[src/mbs_pkg.sv]
// shared types, constants and pattern rom for the morse beeper sequencer
// used by the front, queue, sequencer and top-level modules; no dependencies
package mbs_pkg;

  localparam int FIFO_DEPTH = 32;
  localparam int PTR_W      = $clog2(FIFO_DEPTH);
  localparam int CNT_W      = $clog2(FIFO_DEPTH + 1);

  localparam int DOT_W   = 10;
  localparam int TICK_W  = 14;
  localparam int LIM_W   = 13;
  localparam int SYM_W   = 6;
  localparam int ELEM_W  = 3;

  localparam logic [DOT_W-1:0]  DOT_RESET = 10'd50;
  localparam logic [TICK_W-1:0] TICK_MAX  = 14'h3FFF;

  // operation codes on the input channel
  localparam logic [1:0] OP_TICK  = 2'd0;
  localparam logic [1:0] OP_WRITE = 2'd1;
  localparam logic [1:0] OP_STOP  = 2'd2;

  // sequencer phases
  localparam logic [2:0] PH_IDLE   = 3'd0;
  localparam logic [2:0] PH_MARK   = 3'd1;
  localparam logic [2:0] PH_GAP    = 3'd2;
  localparam logic [2:0] PH_LETTER = 3'd3;
  localparam logic [2:0] PH_WORD   = 3'd4;

  // symbol codes: letters 0..25, digits 26..35, then the word space
  localparam logic [SYM_W-1:0] SYM_COUNT = 6'd36;
  localparam logic [SYM_W-1:0] SYM_SPACE = 6'd36;

  typedef struct packed {
    logic             tick;
    logic             clear;
    logic             push;
    logic             known;
    logic [SYM_W-1:0] code;
  } front_ctl_t;

  typedef struct packed {
    logic             full;
    logic             has_known;
    logic [SYM_W-1:0] head_code;
  } q_stat_t;

  typedef struct packed {
    logic mark;
    logic active;
  } seq_stat_t;

  // queued symbol plus the unknown characters dropped in front of it
  typedef struct packed {
    logic [CNT_W-1:0] skip;
    logic [SYM_W-1:0] code;
  } q_entry_t;

  function automatic logic [PTR_W-1:0] next_ptr(input logic [PTR_W-1:0] p);
    next_ptr = (p == PTR_W'(FIFO_DEPTH - 1)) ? '0 : p + 1'b1;
  endfunction

  // element count per symbol
  function automatic logic [ELEM_W-1:0] sym_len(input logic [SYM_W-1:0] s);
    case (s)
      6'd4, 6'd19:                                   sym_len = 3'd1;
      6'd0, 6'd8, 6'd12, 6'd13:                      sym_len = 3'd2;
      6'd3, 6'd6, 6'd10, 6'd14, 6'd17, 6'd18, 6'd20,
      6'd22:                                         sym_len = 3'd3;
      6'd1, 6'd2, 6'd5, 6'd7, 6'd9, 6'd11, 6'd15, 6'd16,
      6'd21, 6'd23, 6'd24, 6'd25:                    sym_len = 3'd4;
      6'd26, 6'd27, 6'd28, 6'd29, 6'd30, 6'd31, 6'd32,
      6'd33, 6'd34, 6'd35:                           sym_len = 3'd5;
      default:                                       sym_len = 3'd0;
    endcase
  endfunction

  // bit i set: element i is a dash
  function automatic logic [7:0] sym_pat(input logic [SYM_W-1:0] s);
    case (s)
      6'd0:  sym_pat = 8'd2;   6'd1:  sym_pat = 8'd1;   6'd2:  sym_pat = 8'd5;
      6'd3:  sym_pat = 8'd1;   6'd4:  sym_pat = 8'd0;   6'd5:  sym_pat = 8'd4;
      6'd6:  sym_pat = 8'd3;   6'd7:  sym_pat = 8'd0;   6'd8:  sym_pat = 8'd0;
      6'd9:  sym_pat = 8'd14;  6'd10: sym_pat = 8'd5;   6'd11: sym_pat = 8'd2;
      6'd12: sym_pat = 8'd3;   6'd13: sym_pat = 8'd1;   6'd14: sym_pat = 8'd7;
      6'd15: sym_pat = 8'd6;   6'd16: sym_pat = 8'd11;  6'd17: sym_pat = 8'd2;
      6'd18: sym_pat = 8'd0;   6'd19: sym_pat = 8'd1;   6'd20: sym_pat = 8'd4;
      6'd21: sym_pat = 8'd8;   6'd22: sym_pat = 8'd6;   6'd23: sym_pat = 8'd9;
      6'd24: sym_pat = 8'd13;  6'd25: sym_pat = 8'd3;   6'd26: sym_pat = 8'd31;
      6'd27: sym_pat = 8'd30;  6'd28: sym_pat = 8'd28;  6'd29: sym_pat = 8'd24;
      6'd30: sym_pat = 8'd16;  6'd31: sym_pat = 8'd0;   6'd32: sym_pat = 8'd1;
      6'd33: sym_pat = 8'd3;   6'd34: sym_pat = 8'd7;   6'd35: sym_pat = 8'd15;
      default: sym_pat = 8'd0;
    endcase
  endfunction

endpackage

[src/mbs_front.sv]
// front end: decodes the operation and classifies characters into symbol codes
// depends on mbs_pkg
module mbs_front
  import mbs_pkg::*;
(
  input  logic       accept,
  input  logic [1:0] op,
  input  logic [7:0] char_code,
  input  logic       full,
  output front_ctl_t ctl,
  output logic       overflow
);

  logic [7:0] folded;
  logic       wr;

  always_comb begin
    folded = char_code;
    if (char_code inside {[8'h61:8'h7A]}) begin
      folded = char_code - 8'd32;
    end
  end

  always_comb begin
    ctl       = '0;
    wr        = 1'b0;
    ctl.known = 1'b1;
    if (folded inside {[8'h30:8'h39]}) begin
      ctl.code = SYM_W'(folded - 8'h30) + 6'd26;
    end else if (folded inside {[8'h41:8'h5A]}) begin
      ctl.code = SYM_W'(folded - 8'h41);
    end else if (folded == 8'h20) begin
      ctl.code = SYM_SPACE;
    end else begin
      ctl.known = 1'b0;
    end
    if (accept) begin
      case (op)
        OP_TICK:  ctl.tick  = 1'b1;
        OP_WRITE: wr        = 1'b1;
        OP_STOP:  ctl.clear = 1'b1;
        default:  ;
      endcase
    end
    ctl.push = wr && !full;
    overflow = wr && full;
  end

endmodule

[src/mbs_symq.sv]
// symbol queue between front and sequencer; unknown characters are only counted
// depends on mbs_pkg
module mbs_symq
  import mbs_pkg::*;
(
  input  logic       clk,
  input  logic       rst,
  input  front_ctl_t ctl,
  input  logic       fetch,
  output q_stat_t    stat,
  output logic       busy_next
);

  q_entry_t         mem [FIFO_DEPTH];
  q_entry_t         head;
  q_entry_t         wr_entry;
  logic [PTR_W-1:0] rd_ptr, rd_ptr_next;
  logic [PTR_W-1:0] wr_ptr, wr_ptr_next;
  logic [CNT_W-1:0] known_cnt, known_cnt_next;
  logic [CNT_W-1:0] total, total_next;
  logic [CNT_W-1:0] tail_unk, tail_unk_next;
  logic             push_known, push_unk, pop, drop;

  assign push_known = ctl.push && ctl.known;
  assign push_unk   = ctl.push && !ctl.known;
  assign pop        = fetch && (known_cnt != '0);
  assign drop       = fetch && (known_cnt == '0);
  assign wr_entry   = '{skip: tail_unk, code: ctl.code};

  always_comb begin
    rd_ptr_next    = rd_ptr;
    wr_ptr_next    = wr_ptr;
    known_cnt_next = known_cnt;
    total_next     = total;
    tail_unk_next  = tail_unk;
    if (ctl.clear) begin
      rd_ptr_next    = '0;
      wr_ptr_next    = '0;
      known_cnt_next = '0;
      total_next     = '0;
      tail_unk_next  = '0;
    end else if (push_known) begin
      wr_ptr_next    = next_ptr(wr_ptr);
      known_cnt_next = known_cnt + 1'b1;
      total_next     = total + 1'b1;
      tail_unk_next  = '0;
    end else if (push_unk) begin
      total_next    = total + 1'b1;
      tail_unk_next = tail_unk + 1'b1;
    end else if (pop) begin
      rd_ptr_next    = next_ptr(rd_ptr);
      known_cnt_next = known_cnt - 1'b1;
      total_next     = total - head.skip - 1'b1;
    end else if (drop) begin
      // only unknown characters left: all go at once
      total_next    = '0;
      tail_unk_next = '0;
    end
  end

  always_ff @(posedge clk) begin
    if (rst) begin
      rd_ptr    <= '0;
      wr_ptr    <= '0;
      known_cnt <= '0;
      total     <= '0;
      tail_unk  <= '0;
    end else begin
      rd_ptr    <= rd_ptr_next;
      wr_ptr    <= wr_ptr_next;
      known_cnt <= known_cnt_next;
      total     <= total_next;
      tail_unk  <= tail_unk_next;
    end
  end

  // head register always holds the entry at the read pointer
  always_ff @(posedge clk) begin
    if (push_known) begin
      mem[wr_ptr] <= wr_entry;
    end
    if (push_known && (wr_ptr == rd_ptr_next)) begin
      head <= wr_entry;
    end else begin
      head <= mem[rd_ptr_next];
    end
  end

  assign stat.full      = (total == CNT_W'(FIFO_DEPTH));
  assign stat.has_known = (known_cnt != '0);
  assign stat.head_code = head.code;
  assign busy_next      = (total_next != '0);

endmodule

[src/mbs_seq.sv]
// back end: tick-driven sequencer that keys the beeper from queued symbols
// depends on mbs_pkg
module mbs_seq
  import mbs_pkg::*;
(
  input  logic             clk,
  input  logic             rst,
  input  logic             cfg_we,
  input  logic [DOT_W-1:0] cfg_wdata,
  input  front_ctl_t       ctl,
  input  q_stat_t          qstat,
  output logic             fetch,
  output seq_stat_t        stat
);

  logic [DOT_W-1:0]  dot_ticks;
  logic [2:0]        phase, phase_next;
  logic [SYM_W-1:0]  symbol_index, symbol_index_next;
  logic [ELEM_W-1:0] element_index, element_index_next;
  logic [TICK_W-1:0] tick_count, tick_count_next;
  logic [TICK_W-1:0] tick_inc;
  logic [LIM_W-1:0]  d1, d3, d7, limit;
  logic [7:0]        pat;
  logic              sym_ok;

  assign d1     = LIM_W'(dot_ticks);
  assign d3     = d1 + {d1[LIM_W-2:0], 1'b0};
  assign d7     = {d1[LIM_W-4:0], 3'b000} - d1;
  assign sym_ok = (symbol_index < SYM_COUNT);
  assign pat    = sym_pat(symbol_index);
  assign tick_inc = (tick_count < TICK_MAX) ? tick_count + 1'b1 : tick_count;

  always_comb begin
    case (phase)
      PH_MARK:   limit = (sym_ok && pat[element_index]) ? d3 : d1;
      PH_GAP:    limit = d1;
      PH_LETTER: limit = d3;
      default:   limit = d7;
    endcase
  end

  always_comb begin
    phase_next         = phase;
    symbol_index_next  = symbol_index;
    element_index_next = element_index;
    tick_count_next    = tick_count;
    fetch              = 1'b0;
    if (ctl.clear) begin
      phase_next         = PH_IDLE;
      symbol_index_next  = '0;
      element_index_next = '0;
      tick_count_next    = '0;
    end else if (ctl.tick) begin
      if (phase == PH_IDLE) begin
        fetch = 1'b1;
      end else if (tick_inc <= {1'b0, limit}) begin
        tick_count_next = tick_inc;
      end else begin
        tick_count_next = '0;
        case (phase)
          PH_MARK: begin
            phase_next = PH_GAP;
          end
          PH_GAP: begin
            element_index_next = element_index + 1'b1;
            if (sym_ok && (element_index_next < sym_len(symbol_index))) begin
              phase_next = PH_MARK;
            end else begin
              phase_next = PH_LETTER;
            end
          end
          default: begin
            fetch = 1'b1;
          end
        endcase
      end
    end
    if (fetch) begin
      tick_count_next = '0;
      if (!qstat.has_known) begin
        phase_next = PH_IDLE;
      end else if (qstat.head_code == SYM_SPACE) begin
        phase_next = PH_WORD;
      end else begin
        phase_next         = PH_MARK;
        symbol_index_next  = qstat.head_code;
        element_index_next = '0;
      end
    end
  end

  always_ff @(posedge clk) begin
    if (rst) begin
      dot_ticks     <= DOT_RESET;
      phase         <= PH_IDLE;
      symbol_index  <= '0;
      element_index <= '0;
      tick_count    <= '0;
    end else begin
      if (cfg_we) begin
        dot_ticks <= cfg_wdata;
      end
      phase         <= phase_next;
      symbol_index  <= symbol_index_next;
      element_index <= element_index_next;
      tick_count    <= tick_count_next;
    end
  end

  assign stat.mark   = (phase_next == PH_MARK);
  assign stat.active = (phase_next != PH_IDLE);

endmodule

[src/morse_beeper_sequencer.sv]
// Morse beeper sequencer: input stream of ticks, character writes and stops,
// one status result per item. Depends on mbs_pkg, mbs_front, mbs_symq, mbs_seq.
//
// Usage:
//   s_axis carries one item per transaction: tuser holds the operation
//   (tick, write character, stop), tdata the character code. Every accepted
//   item produces exactly one result on m_axis: beeper on, busy, and a flag
//   for a write dropped on a full character queue.
//   The dot length is written through cfg_we/cfg_wdata while the stream is idle.
// Timing:
//   An item is fully processed in the cycle it is accepted; its result is
//   registered into the output buffer. One item per cycle is sustained while
//   the output buffer has room (s_axis_tready high).
// Reset:
//   rst empties the queue, sends the sequencer idle and sets the dot length
//   to 50 ticks. There is no clearing pass; input is taken right after reset.
// Backpressure:
//   results wait in a two-entry output buffer; s_axis_tready is low while both
//   entries are held, which only follows a cycle with m_axis_tready low.
module morse_beeper_sequencer
  import mbs_pkg::*;
(
  input  logic             clk,
  input  logic             rst,
  input  logic             s_axis_tvalid,
  output logic             s_axis_tready,
  input  logic [7:0]       s_axis_tdata,   // [7:0] char_code
  input  logic [1:0]       s_axis_tuser,   // [1:0] op
  output logic             m_axis_tvalid,
  input  logic             m_axis_tready,
  output logic [7:0]       m_axis_tdata,   // [0] beeper_on, [1] busy_res, [2] overflow
  input  logic             cfg_we,
  input  logic [DOT_W-1:0] cfg_wdata
);

  front_ctl_t ctl;
  q_stat_t    qstat;
  seq_stat_t  sstat;
  logic       accept, overflow, fetch, q_busy, pop;
  logic [2:0] result;
  logic [2:0] res0, res1;
  logic       v0, v1;

  assign accept = s_axis_tvalid && s_axis_tready;

  mbs_front u_front (
    .accept    (accept),
    .op        (s_axis_tuser),
    .char_code (s_axis_tdata),
    .full      (qstat.full),
    .ctl       (ctl),
    .overflow  (overflow)
  );

  mbs_symq u_symq (
    .clk       (clk),
    .rst       (rst),
    .ctl       (ctl),
    .fetch     (fetch),
    .stat      (qstat),
    .busy_next (q_busy)
  );

  mbs_seq u_seq (
    .clk       (clk),
    .rst       (rst),
    .cfg_we    (cfg_we),
    .cfg_wdata (cfg_wdata),
    .ctl       (ctl),
    .qstat     (qstat),
    .fetch     (fetch),
    .stat      (sstat)
  );

  assign result = {overflow, q_busy || sstat.active, sstat.mark};
  assign pop    = v0 && m_axis_tready;

  // output register plus skid entry
  always_ff @(posedge clk) begin
    if (rst) begin
      v0 <= 1'b0;
      v1 <= 1'b0;
    end else if (pop) begin
      if (v1) begin
        v1 <= 1'b0;
      end else if (!accept) begin
        v0 <= 1'b0;
      end
    end else if (accept) begin
      if (!v0) begin
        v0 <= 1'b1;
      end else begin
        v1 <= 1'b1;
      end
    end
  end

  always_ff @(posedge clk) begin
    if (pop) begin
      if (v1) begin
        res0 <= res1;
      end else if (accept) begin
        res0 <= result;
      end
    end else if (accept) begin
      if (!v0) begin
        res0 <= result;
      end else begin
        res1 <= result;
      end
    end
  end

  assign s_axis_tready = !v1;
  assign m_axis_tvalid = v0;
  assign m_axis_tdata  = {5'b00000, res0};

endmodule

[config.mk]
export PLATFORM = sky130hd
export DESIGN_NAME = morse_beeper_sequencer
export DESIGN_NICKNAME = d
export VERILOG_FILES = /design/src/mbs_pkg.sv /design/src/mbs_front.sv /design/src/mbs_symq.sv /design/src/mbs_seq.sv /design/src/morse_beeper_sequencer.sv
export SDC_FILE = /design/constraint.sdc
export NUM_CORES = 1
export LEC_CHECK = 0
export BUFFER_PORTS_ARGS = -buffer_cell sky130_fd_sc_hd__buf_2
export CORE_ASPECT_RATIO = 1.25
export CORE_MARGIN = 3
export CORE_UTILIZATION = 49
export DETAILED_ROUTE_END_ITERATION = 6
export PLACE_DENSITY = 0.73
export SLEW_MARGIN = 20
export SYNTH_ARGS = -nofsm -noshare
export SYNTH_HDL_FRONTEND = slang
export SYNTH_SLANG_ARGS = --single-unit
[constraint.sdc]
create_clock -name clk -period 7.4 [get_ports clk]
set_clock_uncertainty 0.2 [all_clocks]
set_input_delay 1.48 -clock clk [delete_from_list [all_inputs] [get_ports clk]]
set_output_delay 1.48 -clock clk [all_outputs]
set_load 0.01 [all_outputs]
==> After elaboration in Yosys (flattened, before gate mapping) <==
Memory sizes are Yosys's and may differ from the RTL's. A register that Yosys moved wholly into a read port is not among the register bits.
Cells that the tools add are included.
{ "word_totals": {"memories": 3, "mem_bits_ro": 512, "wordCells": 180, "ramBits": 384, "output_inout_bits": 10, "ff_bits": 72} }
{ "mem_list": {"columns": ["memory", "words", "width", "rd", "rd_ports_with_merged_regs", "write_ports", "line", "source"], "rows": [
  ["u_symq.mem", 32, 12, 1, 1, 1, "mbs_symq.sv:14", "q_entry_t mem [FIFO_DEPTH];"],
  ["(name not given)", 64, 5, 1, 1, 0, "mbs_pkg.sv:80", "case (s)"],
  ["(name not given)", 64, 3, 1, 1, 0, "mbs_pkg.sv:65", "case (s)"]
]} }
{ "op_classes": {"bitwise_logic": 2, "magnitude_cmp": 11, "n_reduce_logical": 39, "eq_ne": 16, "add_sub_neg": 16, "n_mux": 79} }
{ "ops": {"columns": ["cell", "n"], "rows": [
  ["2-to-1 mux 6 bit", 20],
  ["2-to-1 mux 3 bit", 25],
  ["one-hot mux 13 bit (3 select lines)", 1],
  ["2-to-1 mux 5 bit", 6],
  ["2-to-1 mux 14 bit", 2],
  ["2-to-1 mux 1 bit", 19],
  ["adder 6 x 1 -> 6 bit, second input constant", 3],
  ["subtractor 6 x 1 -> 6 bit, second input constant", 3],
  [">= comparator 8 x 7 -> 1 bit, second input constant", 2],
  ["less-or-equal comparator 8 x 7 -> 1 bit, second input constant", 2],
  ["adder 14 x 1 -> 14 bit, second input constant", 1],
  ["less-or-equal comparator 14 x 13 -> 1 bit", 1],
  ["< comparator 14 bit, second input constant", 1],
  ["logical AND 1 bit", 13],
  ["2-to-1 mux 13 bit", 1],
  ["subtractor 13 x 10 -> 13 bit", 1],
  ["adder 10 x 11 -> 12 bit", 1],
  ["== test 6 bit, second input constant", 2],
  ["nonzero test 6 bit", 2],
  ["adder 5 x 1 -> 5 bit, second input constant", 2],
  ["== test 5 bit, second input constant", 2],
  ["AND reduction 3 bit", 3],
  ["== test 8 x 6 -> 1 bit, second input constant", 1],
  [">= comparator 8 x 6 -> 1 bit, second input constant", 1],
  ["30 further kinds", 48]
]} }

==> Logic depth before layout (Yosys ltp) <==
{ "logic_depth": {"word_depth": 24, "mapped_depth": 29, "mapped_depth_nobuf": 28} }

==> Hierarchy <==
A second synthesis with hierarchy kept.
{ "hier_totals": {"cells_unflattened": 1420, "area_unflattened_um2": 21405.5} }
{ "by_module_without_submodules": {"columns": ["module", "n_inst", "area_each_um2", "cells_per_inst"], "rows": [
  ["mbs_symq", 1, 16737.3, 855],
  ["mbs_seq", 1, 3847.4, 473],
  ["mbs_front", 1, 445.4, 61],
  ["morse_beeper_sequencer", 1, 375.4, 31]
]} }

==> Worst setup path after synthesis <==
OpenSTA, ideal clock, no wires.
{ "synth_path": {"path_type": "register to register", "start": "register u_seq.dot_ticks[3]", "end": "register u_seq.pat[2] (netlist name)", "stages_incl_launch_ff": 29, "period_less_slack_ns": 5.794, "arrival_time_ns": 5.462, "path_slack_ns": 1.606, "path_cell_list": "dfxtp_1 inv_1 ha_1 and3b_1 o21ai_0 a21boi_0 o21ai_0 nand2b_1 a21o_1 a21o_1 a211oi_1 xnor2_1 a211o_1 ha_1 a21o_1 a21oi_1 o21ai_0 o21ai_0 o21a_1 clkbuf_1 a21oi_1 o22ai_1 and2_1 inv_1 ha_1 nor2_1 a211oi_1 a211oi_1 o32ai_1"} }
{ "synth_between": {"elab_chain_len": 10, "elab_cells_between_ends": 11} }
{ "synth_rtl": {"columns": ["item", "line", "source"], "rows": [
  ["start, declared", "mbs_seq.sv:16", "logic [DOT_W-1:0] dot_ticks;"],
  ["start signal, assigned", "mbs_seq.sv:101", "dot_ticks <= cfg_wdata;"],
  ["adder 10 x 11 -> 12 bit", "mbs_seq.sv:27", "assign d3 = d1 + {d1[LIM_W-2:0], 1'b0};"],
  ["2-to-1 mux 13 bit", "mbs_seq.sv:35", "PH_MARK: limit = (sym_ok && pat[element_index]) ? d3 : d1;"],
  ["one-hot mux 13 bit (3 select lines) (*)", "mbs_seq.sv:34", "case (phase)"],
  ["less-or-equal comparator 14 x 13 -> 1 bit (*)", "mbs_seq.sv:56", "end else if (tick_inc <= {1'b0, limit}) begin"],
  ["2-to-1 mux 1 bit (*)", "mbs_seq.sv:56", null],
  ["2-to-1 mux 1 bit (*)", "mbs_seq.sv:54", "if (phase == PH_IDLE) begin"],
  ["2-to-1 mux 1 bit (*)", "mbs_seq.sv:53", "end else if (ctl.tick) begin"],
  ["2-to-1 mux 1 bit (*)", "mbs_seq.sv:48", "if (ctl.clear) begin"],
  ["2-to-1 mux 6 bit (*)", "mbs_seq.sv:78", "if (fetch) begin"],
  ["2-to-1 mux 6 bit (no source line) (*)", null, null]
]} }
Every way passes the cells marked *; elsewhere a longest branch is shown, timed or not.
A chain may end at the register's enable or synchronous reset.

==> Final worst setup path <==
{ "layout_path": {"start": "register u_seq.dot_ticks[3]", "end": "register u_seq.pat[0] (netlist name)"} }
{ "layout_between": {"elab_chain_len": 10, "elab_cells_between_ends": 11} }
{ "layout_rtl": {"columns": ["item", "line"], "rows": [
  ["adder 10 x 11 -> 12 bit", "mbs_seq.sv:27"],
  ["2-to-1 mux 13 bit", "mbs_seq.sv:35"],
  ["one-hot mux 13 bit (3 select lines) (*)", "mbs_seq.sv:34"],
  ["less-or-equal comparator 14 x 13 -> 1 bit (*)", "mbs_seq.sv:56"],
  ["2-to-1 mux 1 bit (*)", "mbs_seq.sv:56"],
  ["2-to-1 mux 1 bit (*)", "mbs_seq.sv:54"],
  ["2-to-1 mux 1 bit (*)", "mbs_seq.sv:53"],
  ["2-to-1 mux 1 bit (*)", "mbs_seq.sv:48"],
  ["2-to-1 mux 6 bit (*)", "mbs_seq.sv:78"],
  ["2-to-1 mux 6 bit (no source line) (*)", null]
]} }
Marks and branches as above.

==> flow_summary.toml <==
[detailed_routing]
vias = 12303
drc = 0
drt-initial-drc-count = 1138
wire_per_inst_um = 22.4
first_pass_iters = 5
final_antenna_net_count = 0
viasPerCell = 5.95
drt-total-wl_um = 46300

[clock_network]
ctsHoldBuffers = 0
cts_resized = 0
cts_tree = "built"
insertion_delay_ns = 0.56
clock_sinks = 469
root_buffer = "clkbuf_16"
cts_buffers = 45
h-tree-depth = 2
cts_setup_buffers = 0
clockBufferDepth = 3
clk_pin_slew_worst_paths_ns = 0.07

[grt]
grt_use_total_pct = 20.6
grt_max_degree = 49
grt_pass1_wl_um = 72100
grt_pass1_vias = 12653
antenna_found_initial = 1
grt.overflow.total = 0

[critical_path]
crit_cells = 28
timing.rr.end = "u_seq.pat[0]"
cp-start-kind = "register"
slowest_delay_ns = 0.54
cpMaxStageDelayCell = "o21ai_0"
path_delay_family = "compound AO/OA/AOI/OAI gates"
crit_start = "u_seq.dot_ticks[3]"
critPathArrivalTime_ns = 6.87
worst-path-max-fanout = 19
cp-end-kind = "register"
critical_path.endpoint = "u_seq.pat[0]"
rr_worst_depth = 28
crit_buf_inv = 3
reg2reg_slack_ns = 0.77
cp.required_ns = 7.65
path_class = "reg -> reg"
crit-reg2reg-launch = "u_seq.dot_ticks[3]"
critPathMostFrequentCell = "o21ai_0"

[placed_design]
numPortBuffers = 29
placedCellCount = 1987
gp_congestion = 0.828
hpwl_um = 30000

[synth]
synth-seq-cells = 469
yosys_warnings = 0
seq_area_frac_synth_pct = 62.7
synthArstFlopShare_pct = 0
synth.cell_area_um2 = 21200
synth_top_flop_cell = "edfxtp_1"
synth-edff-count = 390
synthCells = 1411
synth.distinct_cells = 76
syn_avg_cell_area_um2 = 15.0

[timing]
finalSetupViolCount = 0
max_freq_ghz = 0.151
rsz0062_at_grt = "false"
slew_headroom_pct = 35.4
maxSlewViolCount = 0
tightest_slew_ns = 0.967
fin_crit_sh_pct = 89.5
finalSetupTns_ns = 0
finalHoldViolations = 0
period_needed_ns = 6.63

[flow_run]
maxCapViolations = 0

[power_and_ir_drop]
leakage_nw = 8.18
max-vdd-ir-drop_uv = 164
powerDensity_nw_per_um2 = 229

[finish]
num-fill-cells = 3314
diodes = 0
drive_above_1_share_pct = 19.8
nets = 1575
layout_commonest_cell = "edfxtp_1"
final_cell_mix = "390 x edfxtp_1, 129 x nor2_1, 117 x mux4_2, 72 x ha_1, 71 x dfxtp_1"
synthToLayoutAreaGrowth_pct = 11.6
post_layout_nonfiller_instances = 2069

[floorplan]
coreArea_um2 = 42400
die_x_um = 192
start_util_pct = 50.0
fp.dieH_um = 238
ioPinCount = 35
rows = 84
fp.dieArea_um2 = 45800

[min_path]
hp-start = "u_symq.rd_ptr[3]"
hold_path_class = "reg -> reg"

[outcome]
outcome = "finished, final reports clean"
## state kept, by name (all words and copies together), names as in the netlist, named ones only
| register | count |
|---|---|
| u_seq.phase | 3 |
| u_symq.rd_ptr | 5 |
| v1 | 1 |
| res1 | 3 |
| u_symq.mem | 384 |
| u_symq.known_cnt | 6 |
| res0 | 3 |
| u_symq.tail_unk | 6 |
| u_seq.tick_count | 14 |
| u_seq.element_index | 3 |
| u_seq.pat | 5 |
| m_axis_tvalid | 1 |
| u_seq.symbol_index | 6 |
| u_symq.total | 6 |
| u_symq.wr_ptr | 5 |
| u_seq.dot_ticks | 10 |
## power breakdown
group / internal (mW) / switching [mW] / leakage [nW]
Clock: 1.32 / 0.987 / 0.726
Sequential: 2.85 / 0.0192 / 4.32
Combinational: 0.0967 / 0.141 / 3.13
Total: 4.27 / 1.15 / 8.18
## worst reg2reg max path, delay by kind of cell (launching register included)
family,cells,cell delay [ns]
compound gates,16,3.77
xor+xnor,1,0.10
fa+ha+maj,3,0.79
buf+inv,3,0.43
flops,1,0.43
simple gates,5,0.83
## per-layer routing
metal | vias to the layer above | share of wire [%] | GRT usage, %
met4 | 0 | 3.8 | 7.84
met2 | 363 | 52 | 36.5
met3 | 79 | 4.9 | 2.69
li1 | 5618 | - | -
met5 | - | 0 | 0
met1 | 6243 | 39 | 25.8
## synthesized netlist by cell type (6+ instances only)
library cell	count	share of area, %
a21boi_0	7	0.25
and2_1	17	0.50
o21ai_0	29	0.69
o31ai_1	6	0.21
edfxtp_1	390	55
buf_1	7	0.12
a21o_1	13	0.46
nor3_1	21	0.50
a31oi_1	14	0.41
dfxtp_1	79	7.5
o21bai_1	7	0.25
clkbuf_1	44	0.78
nand3_1	27	0.64
mux2i_1	36	1.7
mux4_2	117	12
nand2_1	64	1.1
o21a_1	9	0.32
a211oi_1	10	0.35
buf_6	6	0.32
nand4_1	12	0.35
xor2_1	13	0.54
xnor2_1	23	0.95
o211ai_1	10	0.35
buf_2	8	0.19
nand3b_1	8	0.28
nor2b_1	8	0.24
a21oi_1	59	1.4
nor2_1	131	2.3
a22oi_1	8	0.28
nand2b_1	9	0.27
and3_1	10	0.30
inv_1	46	0.82
ha_1	72	4.3
## worst min path at each step
stage / to / slack (ns) / cells past startpoint
floorplan: register / 0.27 / 2
global placement: register / 0.30 / 2
detailed placement: register / 0.29 / 2
CTS: register / 0.31 / 2
global route: res0[2] / 0.35 / 1
finish: register / 0.30 / 2
## logic make-up after synthesis
group                      after synthesis  share of synthesized area (%)
DFF                                    469                           62.7
and+or+nand+nor                        339                           7.66
AOI/OAI and AO/OA                      215                           6.75
muxes                                  156                           14.3
buffers and inverters                  120                           2.50
adders and majority gates               75                           4.54
xor gates and xnor gates                36                           1.49
other                                    1                         0.0177
## through the flow
| step | util [%] | total power, mW | hold WS, ns | area, um2 | setup slack [ns] |
|---|---|---|---|---|---|
| after global placement | 52.3 | 3.16 | 0.302 | 22100 | 1.00 |
| after detailed placement | 52.3 | 3.17 | 0.294 | 22100 | 0.777 |
| after CTS | 55.8 | 5.46 | 0.310 | 23600 | 0.789 |
| after global routing | 55.8 | 5.59 | 0.354 | 23600 | 0.218 |
| after floorplan | - | 3.09 | 0.266 | 21200 | 1.61 |
| final | 55.8 | 5.42 | 0.300 | 23600 | 0.774 |
## area by class of cell
cell class	instances	area, um2	area share (%)
inverter	50	194	0.820
clock buffer	62	1230	5.20
tap	559	699	2.96
sequential	469	13300	56.3
timing repair buffer	83	551	2.33
clock inverter	20	250	1.06
multi-input combinational	826	7400	31.3
No activity file was read; power rests on OpenSTA's default activity.
